`config.mk`:
```
export PLATFORM = sky130hd
export DESIGN_NAME = gfl_ctrl
export DESIGN_NICKNAME = d
export VERILOG_FILES = /design/src/gfl_pkg.sv /design/src/gfl_ctrl.sv
export SDC_FILE = /design/constraint.sdc
export NUM_CORES = 1
export LEC_CHECK = 0
export BUFFER_PORTS_ARGS = -buffer_cell sky130_fd_sc_hd__buf_2
export CELL_PAD_IN_SITES_DETAIL_PLACEMENT = 1
export CELL_PAD_IN_SITES_GLOBAL_PLACEMENT = 2
export CORE_ASPECT_RATIO = 0.6
export CORE_MARGIN = 8
export CORE_UTILIZATION = 34
export CTS_BUF_LIST = sky130_fd_sc_hd__clkbuf_8
export DETAILED_ROUTE_END_ITERATION = 8
export PLACE_DENSITY = 0.95
export SYNTH_ARGS = -nofsm -noshare
export SYNTH_HDL_FRONTEND = slang
export SYNTH_SLANG_ARGS = --single-unit
```
`constraint.sdc`:
```
create_clock -name clock -period 3 [get_ports clock]
set_input_delay 0.15 -clock clock [delete_from_list [all_inputs] [get_ports clock]]
set_output_delay 0.15 -clock clock [all_outputs]
set_load 0.1 [all_outputs]
```
`src/gfl_pkg.sv`:
```
// Shared types, codes and helpers for the grant reference free list allocator.
`default_nettype none

package gfl_pkg;

   // Link and field widths fixed by the interface.
   localparam int LINK_W = 13;
   localparam int REF_W = 12;
   localparam int MODE_W = 3;
   localparam int STATUS_W = 2;
   localparam int LIMIT_W = 4;
   localparam logic [LINK_W-1:0] LIST_END = 13'd4096;
   localparam int COUNT_MAX = 8191;
   localparam logic [LIMIT_W-1:0] LIMIT_RESET = 4'd4;

   // Operation codes.
   localparam logic [MODE_W-1:0] MODE_ALLOC = 3'd0;
   localparam logic [MODE_W-1:0] MODE_FREE_ONE = 3'd1;
   localparam logic [MODE_W-1:0] MODE_FREE_CHAIN = 3'd2;
   localparam logic [MODE_W-1:0] MODE_CLAIM = 3'd3;
   localparam logic [MODE_W-1:0] MODE_RELEASE = 3'd4;

   // Result status codes.
   localparam logic [STATUS_W-1:0] ST_OK = 2'd0;
   localparam logic [STATUS_W-1:0] ST_NOSPACE = 2'd1;
   localparam logic [STATUS_W-1:0] ST_EMPTY = 2'd2;

   // Commands from the controller to the datapath, one per cycle.
   typedef enum logic [3:0] {
      CMD_NOP,
      CMD_INIT_WR,
      CMD_LATCH,
      CMD_DISPATCH,
      CMD_G_STEP,
      CMD_G_SETUP,
      CMD_G_WR,
      CMD_A_START,
      CMD_RD,
      CMD_A_STEP,
      CMD_T_FIN,
      CMD_F_STEP,
      CMD_P_FIN
   } dp_cmd_type;

   // Status flags from the datapath to the controller.
   typedef struct packed {
      logic              init_skip;
      logic              init_last;
      logic [MODE_W-1:0] mode;
      logic              count_zero;
      logic              count_one;
      logic              lhead_end;
      logic              need_grow;
      logic              grow_more;
      logic              grow_fail;
      logic              grow_last;
      logic              cnt_one;
      logic              walk_more;
   } dp_status_type;

   // Saturating count at the free count's largest value.
   function automatic logic [LINK_W-1:0] sat_count(input logic [31:0] s);
      logic [LINK_W-1:0] r;
      if (s > 32'(COUNT_MAX)) begin
         r = LINK_W'(COUNT_MAX);
      end else begin
         r = LINK_W'(s);
      end
      return r;
   endfunction

endpackage

`default_nettype wire

```
`src/gfl_ctrl.sv`:
```
// Controller state machine of the free list allocator.
`default_nettype none

module gfl_ctrl
   import gfl_pkg::*;
(
   input  wire logic          clock,
   input  wire logic          reset,
   input  wire logic          start,
   input  wire dp_status_type st,
   output      dp_cmd_type    cmd,
   output      logic          busy,
   output      logic          rsp_valid
);

   typedef enum logic [15:0] {
      S_INIT     = 16'h0001,
      S_IDLE     = 16'h0002,
      S_DISPATCH = 16'h0004,
      S_G_CALC   = 16'h0008,
      S_G_SETUP  = 16'h0010,
      S_G_WR     = 16'h0020,
      S_A_START  = 16'h0040,
      S_A_RD     = 16'h0080,
      S_A_WT     = 16'h0100,
      S_T_RD     = 16'h0200,
      S_T_WT     = 16'h0400,
      S_F_RD     = 16'h0800,
      S_F_WT     = 16'h1000,
      S_P_RD     = 16'h2000,
      S_P_WT     = 16'h4000,
      S_DONE     = 16'h8000
   } state_type;

   state_type state_ff, state_in;

   always_ff @(posedge clock) begin
      if (reset) begin
         state_ff <= S_INIT;
      end else begin
         state_ff <= state_in;
      end
   end

   // Next state and the command for the datapath.
   always_comb begin
      state_in = state_ff;
      cmd = CMD_NOP;
      case (state_ff)
         S_INIT: begin
            if (st.init_skip) begin
               state_in = S_IDLE;
            end else begin
               cmd = CMD_INIT_WR;
               if (st.init_last) begin
                  state_in = S_IDLE;
               end
            end
         end
         S_IDLE: begin
            if (start) begin
               cmd = CMD_LATCH;
               state_in = S_DISPATCH;
            end
         end
         S_DISPATCH: begin
            cmd = CMD_DISPATCH;
            state_in = S_DONE;
            if (st.mode == MODE_ALLOC && !st.count_zero) begin
               state_in = st.need_grow ? S_G_CALC : S_A_START;
            end else if (st.mode == MODE_FREE_CHAIN && !st.lhead_end) begin
               state_in = S_F_RD;
            end else if (st.mode == MODE_CLAIM && !st.lhead_end) begin
               state_in = S_P_RD;
            end
         end
         S_G_CALC: begin
            cmd = CMD_G_STEP;
            if (!st.grow_more) begin
               state_in = S_G_SETUP;
            end else if (st.grow_fail) begin
               state_in = S_DONE;
            end
         end
         S_G_SETUP: begin
            cmd = CMD_G_SETUP;
            state_in = S_G_WR;
         end
         S_G_WR: begin
            cmd = CMD_G_WR;
            if (st.grow_last) begin
               state_in = S_A_START;
            end
         end
         S_A_START: begin
            cmd = CMD_A_START;
            state_in = st.count_one ? S_T_RD : S_A_RD;
         end
         S_A_RD: begin
            cmd = CMD_RD;
            state_in = S_A_WT;
         end
         S_A_WT: begin
            cmd = CMD_A_STEP;
            state_in = st.cnt_one ? S_T_RD : S_A_RD;
         end
         S_T_RD: begin
            cmd = CMD_RD;
            state_in = S_T_WT;
         end
         S_T_WT: begin
            cmd = CMD_T_FIN;
            state_in = S_DONE;
         end
         S_F_RD: begin
            cmd = CMD_RD;
            state_in = S_F_WT;
         end
         S_F_WT: begin
            cmd = CMD_F_STEP;
            state_in = st.walk_more ? S_F_RD : S_DONE;
         end
         S_P_RD: begin
            cmd = CMD_RD;
            state_in = S_P_WT;
         end
         S_P_WT: begin
            cmd = CMD_P_FIN;
            state_in = S_DONE;
         end
         S_DONE: begin
            state_in = S_IDLE;
         end
         default: begin
            state_in = S_IDLE;
         end
      endcase
   end

   assign busy = (state_ff != S_IDLE);
   assign rsp_valid = (state_ff == S_DONE);

endmodule

`default_nettype wire

```
==> After elaboration in Yosys (flattened, before gate mapping) <==
Cells that the tools add are included.
{ "totals": {"latchBits": 0, "word_cells": 50, "register_bits": 16, "mem_bits_ro": 0, "mem_count": 0, "out_inout_bits": 6, "ramBits": 0, "input_bits": 17} }
{ "classes": {"addsub": 0, "magnitude_cmp": 0, "shift": 0, "n_eq_ne": 23, "reduce_logical": 9, "mux": 17, "multipliers": 0, "n_bitwise": 0, "div": 0} }
{ "ops": {"columns": ["cell", "n"], "rows": [
  ["$pmux W16 S14", 1],
  ["$mux W16", 10],
  ["$pmux W4 S12", 1],
  ["$mux W10", 2],
  ["$eq A16 B1 Y1 const B", 1],
  ["$eq A16 B10 Y1 const B", 1],
  ["$eq A16 B11 Y1 const B", 1],
  ["$eq A16 B12 Y1 const B", 1],
  ["$eq A16 B13 Y1 const B", 1],
  ["$eq A16 B14 Y1 const B", 1],
  ["$eq A16 B15 Y1 const B", 1],
  ["$eq A16 B16 Y1 const B", 1],
  ["$eq A16 B2 Y1 const B", 1],
  ["$eq A16 B3 Y1 const B", 1],
  ["$eq A16 B4 Y1 const B", 1],
  ["$eq A16 B5 Y1 const B", 1],
  ["$eq A16 B6 Y1 const B", 1],
  ["$eq A16 B7 Y1 const B", 1],
  ["$eq A16 B8 Y1 const B", 1],
  ["$eq A16 B9 Y1 const B", 1],
  ["$ne A16 B2 Y1 const B", 1],
  ["$mux W7", 1],
  ["$eq A3 B2 Y1 const B", 2],
  ["$ne A3 B3 Y1 const B", 2],
  ["other kinds (9)", 13]
]} }

==> Logic depth before layout (Yosys ltp) <==
Gate-level depths: netlist (run 1).
{ "depth": {"depth_word": 6, "ltp_mapped": 7, "ltp_nobuf": 5} }

==> Worst setup path before layout (run 1) <==
No wires, ideal clock.
{ "synth_timing": {"kind": "reg2out", "start": "reg state_ff[0]", "end": "out cmd[2]", "arrival_time_ns": 4.718, "setup_slack_ns": -1.868, "path_stages_with_launch": 4, "path_buffers": 0, "t_required_ns": 2.850, "path_cell_list": "dfxtp_1 > or4_4 > or3_4 > o311ai_0"} }
{ "synth_between": {"elab_chain_cells": 3, "word_cells_on_any_way": 17, "cone_classes": "eq/ne: 15; mux: 1; reduce/logical: 1"} }
{ "synth_rtl": {"columns": ["item", "line_no", "text"], "rows": [
  ["from (decl)", "gfl_ctrl.sv:35", "state_type state_ff, state_in;"],
  ["from (signal assigned)", "gfl_ctrl.sv:41", "state_ff <= state_in;"],
  ["$eq A16 B14 Y1, or another cell as far along", "gfl_ctrl.sv:49", "case (state_ff)"],
  ["$reduce_or A4 Y1 (no source line)", null, null],
  ["$pmux W4 S12 *", "gfl_ctrl.sv:49", null],
  ["to (decl)", "gfl_ctrl.sv:11", "output dp_cmd_type cmd,"]
]} }
Mark *: on every way between the ends. The rest lies on a longest branch, timed or not.

==> Worst setup path after layout (run 1) <==
{ "layout_timing": {"start": "reg state_ff[15]", "end": "out cmd[0]"} }
The elaborated chain is that of the path after synthesis.

==> results of run 1 <==
per-stage QoR:
step           hold WS [ns]  cell area [µm²]  worst slack [ns]
6_report             0.0889             1310             0.386
5_1_grt               0.100             1310             0.249
4_1_cts              0.0832             1310             0.396
3_5_place_dp          0.355             1250             0.696
3_3_place_gp          0.349             1250             0.682
2_1_floorplan         0.219             1100           0.00537
worst paths after layout:
check | startpoint | end | slack, ns | cells past startpoint
worst min register to register | state_ff[11]$_SDFFE_PP0P_ | state_ff[12]$_SDFFE_PP0P_ | 0.51 | 2
worst max register to register | state_ff[3]$_SDFFE_PP0P_ | state_ff[12]$_SDFFE_PP0P_ | 0.69 | 5
worst max-delay path | state_ff[15]$_SDFFE_PP0P_ | cmd[0] | 0.39 | 5
worst min-delay path | st[4] | state_ff[4]$_SDFFE_PP0P_ | 0.09 | 2
routing by layer:
layer  wire length [µm]  GRT usage
met1               1750      0.202
met2               1690      0.241
met3                354     0.0458
met4                 62     0.0560
met5                  0          0
cell type report:
type / count / area share
Clock buffer: 4 / 0.0421
Inverter: 8 / 0.0230
Multi-Input combinational cell: 106 / 0.551
Sequential cell: 16 / 0.248
Tap cell: 42 / 0.0402
Timing Repair Buffer: 24 / 0.0957
power groups by stage:
stage	sequential [µW]	combinational (µW)	clock, µW
6_report	222	94.1	195
5_1_grt	222	100	209
4_1_cts	222	94.0	202
3_5_place_dp	227	93.4	0
3_3_place_gp	225	90.1	0
2_1_floorplan	225	65.5	0
critical path, delay by kind of cell, from the launching register on:
| family | cells | cell delay (ns) |
|---|---|---|
| buffers and inverters | 1 | 0.43 |
| and+or+nand+nor | 4 | 1.40 |
| DFF | 1 | 0.37 |
layout by cell type (no fill, tap or decap), types with 5 or more instances in the layout:
| cell type | Yosys | routed |
|---|---|---|
| inv_1 | 8 | 8 |
| nand3_1 | 6 | 5 |
| nor4_1 | 9 | 6 |
| nand2_1 | 6 | 6 |
| a21oi_1 | 6 | 6 |
| nor3_1 | 6 | 6 |
| buf_2 | 0 | 22 |
| dfxtp_1 | 16 | 13 |
| nor2_1 | 20 | 20 |
kinds of logic after synthesis:
| group | synth area share |
|---|---|
| XOR/XNOR | 0.0255 |
| flip-flops | 0.311 |
| AO/OA/AOI/OAI | 0.164 |
| AND/OR/NAND/NOR | 0.448 |
| buffers and inverters | 0.0510 |
==> impl_results.md, run 1 <==
* Status: finished, final reports clean
* Biggest regs: state_ff x16
* Clock power frac at 0.382
* Antenna violations before repair at 0
* Share of layout cells above drive strength 1 at 0.285
* CP max stage delay at 0.67 ns
* Finished Core Util at 0.455
* Die X at 87.0 µm
* Power Total at 511 µW
* Resized cells post-CTS at 0
* Clock root buffer: clkbuf_8
* Count leader, synth: nor2_1
* Initial Utilization at 0.359
* Psw at 146 µW
* Worst Path Max Fanout at 5
* Multi-input gate area at 721 µm²
* Share of power burned in registers at 0.434
* Non-Filler Instances at 200
* GPL Wtd Cong at 0.937
* Crit path cell chain: or4_1, nor3_1, nand4b_1, nand3_1, buf_2
* Worst Setup Start Kind: flip-flop
* DRC Markers at 0
* Global-route wire length before repair at 6020 µm
* Largest cells by area after synthesis: dfxtp_1 31%, nor2_1 7.3%, nor4_1 5.5%
* Share of the synthesized area in the top cell type at 0.311
* WP data arrival at 2.46 ns
* P_int at 365 µW
* Mapped Area at 1030 µm²
* Synthesized flop and latch total at 16
* Sequential-to-total area share from yosys stat at 0.311
* GRT Total Usage at 0.156
* # IOs at 23
* Post-synth top flop: dfxtp_1
* Via density per instance at 5.80
* Syn. warnings at 0
* Hold WC Path Type: in2reg
* Worst-skew pair later-pin latency at 0.25 ns
* Fmax at 382 MHz
* Max-slew violations at 0
* Antenna Nets Post-Route at 0
* Netlist cell types at 40
* Overflow after GRT at 0
* Rel. slew slack at 0.451
* Setup CP Type: reg2out
* Leak at 0.000541 µW
* Wire per inst at 19.3 µm
* Crit path time final at 2.61 ns
* Max Clock Skew at 0.00205 ns
* Die height at 58.6 µm
* Worst setup EP type: output port
* Max reg flops at 16
* Hold_buf cts at 0
* FF+latch area at 324 µm²
* Post-synth top area cell: dfxtp_1
* Measured slew at the worst slew-check pin at 0.812 ns
* Port-buffer cells at 22
* Power density cells at 391 nW/µm²
* Largest net degree at the start of global routing at 11
* Post-Syn Area per Cell at 7.80 µm²
* Setup_tns at 0 ns
* Max clock buf depth at 2
* Hold Fails Final Rpt at 0
* Vias in the first global route at 1161
* HPWL Detailed at 3120 µm
* Crit share post-route at 0.871
* Commonest cells in the netlist: 20 x nor2_1, 16 x dfxtp_1, 9 x nor4_1
* Filler cells at 378
* Max_cap viols at 0
* H-tree levels at 1
* N_diodes at 0
* Mapped Nets at 149
* Placeable Area at 2870 µm²
* Clk slew on worst S/H paths at 0.06 ns
* Rows at 15
* CTS Sinks at 16
* Biggest register: state_ff
* Layout area overhead at 27.0%
* Switching Fraction at 0.286
* CTS tree: yes
* Cell count after placement at 196
* Critical Path RT at 2.85 ns
* Final wirelength at 3860 µm
* CTS buffer count at 3
* Post-CTS Setup Bufs at 0
* Setup violators final at 0
* NumNets Final at 176
* Synth async-reset ratio at 0
* Comb power frac at 0.184
* Crit-path slowest cell: or4_1
* 1st-iter DRT viols at 113
* Detailed Routing Iterations Pass 1 at 4
* Syn Inst Count at 132
* Die ar. at 5100 µm²
* VDD IR max at 0.151 mV
* Post-synth EDFFs at 0
* RSZ-0062 raised after global routing: false
* Detailed-route via count at 1159
Note: power is estimated with default switching activity, not from simulation.
==> run 2: changes to the inputs <==
--- a/config.mk
+++ b/config.mk
@@ -10,10 +10,9 @@
 export CELL_PAD_IN_SITES_GLOBAL_PLACEMENT = 2
 export CORE_ASPECT_RATIO = 0.6
 export CORE_MARGIN = 8
-export CORE_UTILIZATION = 34
-export CTS_BUF_LIST = sky130_fd_sc_hd__clkbuf_8
+export CORE_UTILIZATION = 32
 export DETAILED_ROUTE_END_ITERATION = 8
-export PLACE_DENSITY = 0.95
+export PLACE_DENSITY = 0.94
 export SYNTH_ARGS = -nofsm -noshare
 export SYNTH_HDL_FRONTEND = slang
 export SYNTH_SLANG_ARGS = --single-unit
==> run 2 against run 1 <==
- critical path type unchanged
- combinational power is 1% lower
- core utilization fell by 4.1 points
- largest power group unchanged
- worst hold slack got worse by 0.023 ns
- setup slack gained 0.056 ns
- register-to-register slack improved by 0.18 ns
- first-iteration DRC count rose by 1.8%
- routed wire length shrank 7.7%
- clock-buffer cell count is the same
- non-clock buffer count stayed put
- via count decreased by 1.6%
==> impl_results.md, run 2 (synthesis results as in run 1) <==
* GRT Total Usage at 0.146 (was 0.156)
* Rows at 16 (was 15)
* Setup violators final at 0 (unchanged)
* Max reg flops at 16 (unchanged)
* Uppermost layer routed: met4 (unchanged)
* Worst-skew pair later-pin latency at 0.26 ns (was 0.25 ns)
* Port-buffer cells at 22 (unchanged)
* Wire per inst at 17.6 µm (was 19.3 µm)
* WP data arrival at 2.41 ns (was 2.46 ns)
* Comb power frac at 0.180 (was 0.184)
* Global-route wire length before repair at 5880 µm (was 6020 µm)
* Placeable Area at 3160 µm² (was 2870 µm²)
* Hold_buf cts at 0 (unchanged)
* Overflow after GRT at 0 (unchanged)
* Power density cells at 393 nW/µm² (was 391 nW/µm²)
* H-tree levels at 1 (unchanged)
* GPL Wtd Cong at 0.929 (was 0.937)
* Vias in the first global route at 1188 (was 1161)
* Switching Fraction at 0.292 (was 0.286)
* # IOs at 23 (unchanged)
* Biggest register: state_ff (unchanged)
* Crit share post-route at 0.853 (was 0.871)
* Max Clock Skew at 0.00139 ns (was 0.00205 ns)
* Hold path start: st[4] (unchanged)
* Reg2Reg Depth at 5 (unchanged)
* Die ar. at 5350 µm² (was 5100 µm²)
* Worst Path Max Fanout at 7 (was 5)
* Post-CTS Setup Bufs at 0 (unchanged)
* Die X at 89.2 µm (was 87.0 µm)
* Detailed Routing Iterations Pass 1 at 4 (unchanged)
* Antenna Nets Post-Route at 0 (unchanged)
* Via density per instance at 5.62 (was 5.80)
* Crit path time final at 2.56 ns (was 2.61 ns)
* Leak at 0.000541 µW (about the same)
* Filler cells at 430 (was 378)
* Clk slew on worst S/H paths at 0.07 ns (was 0.06 ns)
* Setup_tns at 0 ns (unchanged)
* CP max stage delay at 0.59 ns (was 0.67 ns)
* Measured slew at the worst slew-check pin at 0.494 ns (was 0.812 ns)
* Status: finished, final reports clean (unchanged)
* NumNets Final at 176 (unchanged)
* N_diodes at 0 (unchanged)
* Crit path cell chain: or4_4, or3_4, a211oi_1, or4_1, buf_2 (was or4_1, nor3_1, nand4b_1, nand3_1, buf_2)
* Cell count after placement at 199 (was 196)
* Biggest regs: state_ff x16 (unchanged)
* R2r endpoint: state_ff[15]$_SDFFE_PP0P_ (was state_ff[12]$_SDFFE_PP0P_)
* Worst Setup Start Kind: flip-flop (unchanged)
* Hold Fails Final Rpt at 0 (unchanged)
* 1st-iter DRT viols at 115 (was 113)
* P_int at 365 µW (about the same)
* Max_cap viols at 0 (unchanged)
* Met3 wire length at 276 µm (was 354 µm)
* WL met1 at 1750 µm (about the same)
* RSZ-0062 raised after global routing: false (unchanged)
* Max-slew violations at 0 (unchanged)
* Met2 wire length at 1490 µm (was 1690 µm)
* Most frequent cells in the layout: 22 x buf_2, 20 x nor2_1, 13 x dfxtp_1 (unchanged)
* Detailed-route via count at 1141 (was 1159)
* Non-Filler Instances at 203 (was 200)
* Worst setup EP type: output port (unchanged)
* Rel. slew slack at 0.673 (was 0.451)
* CTS tree: yes (unchanged)
* FF+latch area at 324 µm² (unchanged)
* Share of layout cells above drive strength 1 at 0.285 (unchanged)
* Die height at 59.9 µm (was 58.6 µm)
* WHS Endpoint: state_ff[4]$_SDFFE_PP0P_ (unchanged)
* Antenna violations before repair at 0 (unchanged)
* Final wirelength at 3570 µm (was 3860 µm)
* Psw at 150 µW (was 146 µW)
* Reg-to-Reg Start: state_ff[0]$_SDFFE_PP1P_ (was state_ff[3]$_SDFFE_PP0P_)
* CTS buffer count at 3 (unchanged)
* VDD IR max at 0.163 mV (was 0.151 mV)
* Hold WC Path Type: in2reg (unchanged)
* CTS Sinks at 16 (unchanged)
* Resized cells post-CTS at 0 (unchanged)
* Layout area overhead at 27.3% (was 27.0%)
* Clock power frac at 0.390 (was 0.382)
* Hold path depth at 2 (unchanged)
* DRC Markers at 0 (unchanged)
* Setup slack, reg-to-reg at 0.87 ns (was 0.69 ns)
* Share of power burned in registers at 0.430 (was 0.434)
* Initial Utilization at 0.326 (was 0.359)
* Multi-input gate area at 721 µm² (unchanged)
* Max clock buf depth at 2 (unchanged)
* Critical Path RT at 2.85 ns (about the same)
* Crit-path slowest cell: or4_4 (was or4_1)
* Clock root buffer: clkbuf_8 (unchanged)
* Setup CP Type: reg2out (unchanged)
* Commonest non-fill, non-tap cell in the layout: buf_2 (unchanged)
* Fmax at 391 MHz (was 382 MHz)
* Largest net degree at the start of global routing at 11 (unchanged)
* HPWL Detailed at 2880 µm (was 3120 µm)
## run 2: cell counts in the layout (fill, tap and decap cells not counted)
Identical to the previous run, type by type.
## run 2: how the worst max path moves through the flow
stage / endpoint / cells after the start / slack, ns / from
after floorplan: cmd[1] / 4 / 0.005 / state_ff[11]$_SDFFE_PP0P_
after global placement: cmd[3] / 5 / 0.78 / state_ff[0]$_SDFFE_PP1P_
after detailed placement: cmd[3] / 5 / 0.75 / state_ff[0]$_SDFFE_PP1P_
after CTS: cmd[3] / 5 / 0.46 / state_ff[0]$_SDFFE_PP1P_
after global routing: cmd[0] / 6 / 0.31 / state_ff[11]$_SDFFE_PP0P_
final: cmd[3] / 5 / 0.44 / state_ff[0]$_SDFFE_PP1P_
## run 2: cell type report
type / count / share of cell area
Clock buffer: 4 / 0.0420
Inverter: 8 / 0.0229
Timing Repair Buffer: 24 / 0.0954
Tap cell: 45 / 0.0429
Multi-Input combinational cell: 106 / 0.550
Sequential cell: 16 / 0.247
## run 2: through the flow
| step | area (µm²) | power [µW] | utilization | hold slack (ns) | setup slack, ns |
|---|---|---|---|---|---|
| 4_1_cts | 1310 | 521 | 0.415 | 0.0604 | 0.455 |
| 5_1_grt | 1310 | 537 | 0.415 | 0.0759 | 0.313 |
| 3_5_place_dp | 1260 | 318 | 0.397 | 0.342 | 0.751 |
| 6_report | 1310 | 515 | 0.415 | 0.0661 | 0.441 |
| 3_3_place_gp | 1260 | 316 | 0.397 | 0.342 | 0.776 |
| 2_1_floorplan | 1100 | 290 | - | 0.219 | 0.00537 |
## run 2: metal layers
layer / vias to the layer above / GRT usage
met5: - / 0
met4: 0 / 0.0587
met3: 5 / 0.0398
met2: 40 / 0.218
met1: 542 / 0.193
li1: 554 / -
## run 2: worst max-delay path, delay by kind of cell (launching register included)
family	cells	cell delay, ns
buf+inv	1	0.43
flops	1	0.37
simple gates	3	1.13
compound gates	1	0.21
## run 2: power groups by stage
stage	Combinational [µW]	Sequential (µW)	Clock [µW]
finish	92.9	221	201
global route	99.6	222	216
CTS	92.3	221	208
detailed placement	92.0	226	0
global placement	90.8	225	0
floorplan	65.5	225	0
==> run 3: changes to the inputs <==
==> constraint.sdc (replaced) <==
create_clock -name clock -period 3 [get_ports clock]
set_input_delay 0.15 -clock clock [delete_from_list [all_inputs] [get_ports clock]]
set_output_delay 0.15 -clock clock [all_outputs]
set_load 0.05 [all_outputs]
==> run 3 against run 2 <==
- sequential cell count unchanged
- critical path depth did not move
- worst hold slack better by 0.018 ns
- cell area shrank 4.5%
- register-to-register slack better by 0.03 ns
- largest power group unchanged
- critical path type unchanged
- via count rose by 4.1%
==> impl_results.md, run 3 (synthesis results as in run 1) <==
* Layout area overhead at 21.6% (was 27.3%)
* Max-slew violations at 0 (unchanged)
* Leak at 0.000509 µW (was 0.000541 µW)
* Crit-path slowest cell: or4_1 (was or4_4)
* # IOs at 23 (unchanged)
* GR Util met3 at 0.0370 (was 0.0398)
* Overflow after GRT at 0 (unchanged)
* Non-Filler Instances at 205 (was 203)
* CTS buffer count at 3 (unchanged)
* Via density per instance at 5.80 (was 5.62)
* Measured slew at the worst slew-check pin at 0.413 ns (was 0.494 ns)
* Hold Fails Final Rpt at 0 (unchanged)
* Worst-skew pair later-pin latency at 0.25 ns (was 0.26 ns)
* Placeable Area at 3160 µm² (unchanged)
* Crit share post-route at 0.818 (was 0.853)
* Wire per inst at 18.4 µm (was 17.6 µm)
* Detailed Routing Iterations Pass 1 at 4 (unchanged)
* Clk slew on worst S/H paths at 0.07 ns (about the same)
* Detailed-route via count at 1188 (was 1141)
* Biggest register: state_ff (unchanged)
* VDD IR max at 0.164 mV (was 0.163 mV)
* Global-route wire length before repair at 6380 µm (was 5880 µm)
* Crit path time final at 2.45 ns (was 2.56 ns)
* Die height at 59.9 µm (unchanged)
* Power density cells at 372 nW/µm² (was 393 nW/µm²)
* Max clock buf depth at 2 (unchanged)
* Busiest metal layer after global routing: met2 (unchanged)
* Die ar. at 5350 µm² (unchanged)
* Vias in the first global route at 1256 (was 1188)
* Met1 global-route usage at 0.226 (was 0.193)
* CTS tree: yes (unchanged)
* Rows at 16 (unchanged)
* H-tree levels at 1 (unchanged)
* Met2 Resource Use GR at 0.228 (was 0.218)
* Status: finished, final reports clean (unchanged)
* Die X at 89.2 µm (unchanged)
* Critical Path RT at 2.85 ns (about the same)
* Antenna violations before repair at 0 (unchanged)
* N_diodes at 0 (unchanged)
* Fmax at 408 MHz (was 391 MHz)
* Resized cells post-CTS at 0 (unchanged)
* Largest net degree at the start of global routing at 11 (unchanged)
* Setup CP Type: reg2out (unchanged)
* Port-buffer cells at 22 (unchanged)
* Max Clock Skew at 0.00656 ns (was 0.00139 ns)
* DRC Markers at 0 (unchanged)
* Rel. slew slack at 0.722 (was 0.673)
* Most frequent cells in the layout: 22 x buf_2, 20 x nor2_1, 16 x dfxtp_1 (was 22 x buf_2, 20 x nor2_1, 13 x dfxtp_1)
* Initial Utilization at 0.326 (unchanged)
* Final wirelength at 3770 µm (was 3570 µm)
* Buf/Inv on CP at 1 (unchanged)
* CP max stage delay at 0.62 ns (was 0.59 ns)
* GPL Wtd Cong at 0.983 (was 0.929)
* Antenna Nets Post-Route at 0 (unchanged)
* GRT Total Usage at 0.157 (was 0.146)
* Commonest non-fill, non-tap cell in the layout: buf_2 (unchanged)
* RSZ-0062 raised after global routing: false (unchanged)
* Post-CTS Setup Bufs at 0 (unchanged)
* Max_cap viols at 0 (unchanged)
* Biggest regs: state_ff x16 (unchanged)
* Filler cells at 418 (was 430)
* WP data arrival at 2.30 ns (was 2.41 ns)
* Crit path cell chain: or4_1, nor3_1, nand4b_1, nand3_1, buf_2 (was or4_4, or3_4, a211oi_1, or4_1, buf_2)
* Worst setup EP type: output port (unchanged)
* Worst Path Max Fanout at 5 (was 7)
* Share of layout cells above drive strength 1 at 0.244 (was 0.285)
* Clock root buffer: clkbuf_8 (unchanged)
* Setup violators final at 0 (unchanged)
* Hold_buf cts at 0 (unchanged)
* Hold WC Path Type: in2reg (unchanged)
* HPWL Detailed at 3010 µm (was 2880 µm)
* Max reg flops at 16 (unchanged)
* NumNets Final at 179 (was 176)
* Crit-path leading delay family: simple AND/OR/NAND/NOR gates (unchanged)
* 1st-iter DRT viols at 176 (was 115)
* Setup_tns at 0 ns (unchanged)
* Cell count after placement at 202 (was 199)
* Worst Setup Start Kind: flip-flop (unchanged)
* CTS Sinks at 16 (unchanged)
-- run 3: cell count changes in the layout (fill, tap and decap cells not counted), moves of 3 or more --
cell	delta
dfxtp_1	+3
buf_4	+3
nor4_4	-3
dfxtp_2	-3
nor4_1	+3
-- run 3: cell type report --
class | count | area, µm² | share of cell area
clock buffers | 3 | 41.3 | 0.0330
well taps | 45 | 56.3 | 0.0450
repair buffers | 27 | 148 | 0.118
flip-flops and latches | 16 | 320 | 0.256
inverters | 8 | 30.0 | 0.0240
multi-input cells | 106 | 657 | 0.524
-- run 3: stage by stage --
stage          instance area (µm²)  setup slack, ns  hold slack, ns  utilization  power [µW]
3_5_place_dp                  1210            0.848           0.348        0.383         304
6_report                      1250            0.546          0.0840        0.396         465
4_1_cts                       1250            0.564          0.0818        0.396         466
5_1_grt                       1250            0.420          0.0930        0.396         481
3_3_place_gp                  1210            0.946           0.346        0.383         299
2_1_floorplan                 1030            0.256           0.222            -         275
-- run 3: report_power, final --
group          internal [µW]  switching (µW)  total, µW
registers                216            5.91        222
clock network           89.2            76.2        165
logic                   30.5            47.7       78.2
total                    336             130        465
-- run 3: final timing paths --
check / from / endpoint / slack, ns / cells after the start
worst max-delay path: state_ff[15]$_SDFFE_PP0P_ / cmd[0] / 0.55 / 5
worst min-delay path: st[4] / state_ff[4]$_SDFFE_PP0P_ / 0.08 / 2
worst max register to register: state_ff[0]$_SDFFE_PP1P_ / state_ff[15]$_SDFFE_PP0P_ / 0.90 / 5
worst min register to register: state_ff[11]$_SDFFE_PP0P_ / state_ff[12]$_SDFFE_PP0P_ / 0.51 / 2
-- run 3: layer usage --
layer | share of wire | wire (µm)
met5 | 0 | 0
met4 | 0.013 | 48
met3 | 0.10 | 393
met2 | 0.40 | 1520
met1 | 0.48 | 1800
-- run 3: worst register-to-register path: cells and delay by family, from the launching register on --
family           cells  cell delay, ns
AND/OR/NAND/NOR      3            1.33
flip-flops           1            0.37
AO/OA/AOI/OAI        2            0.34
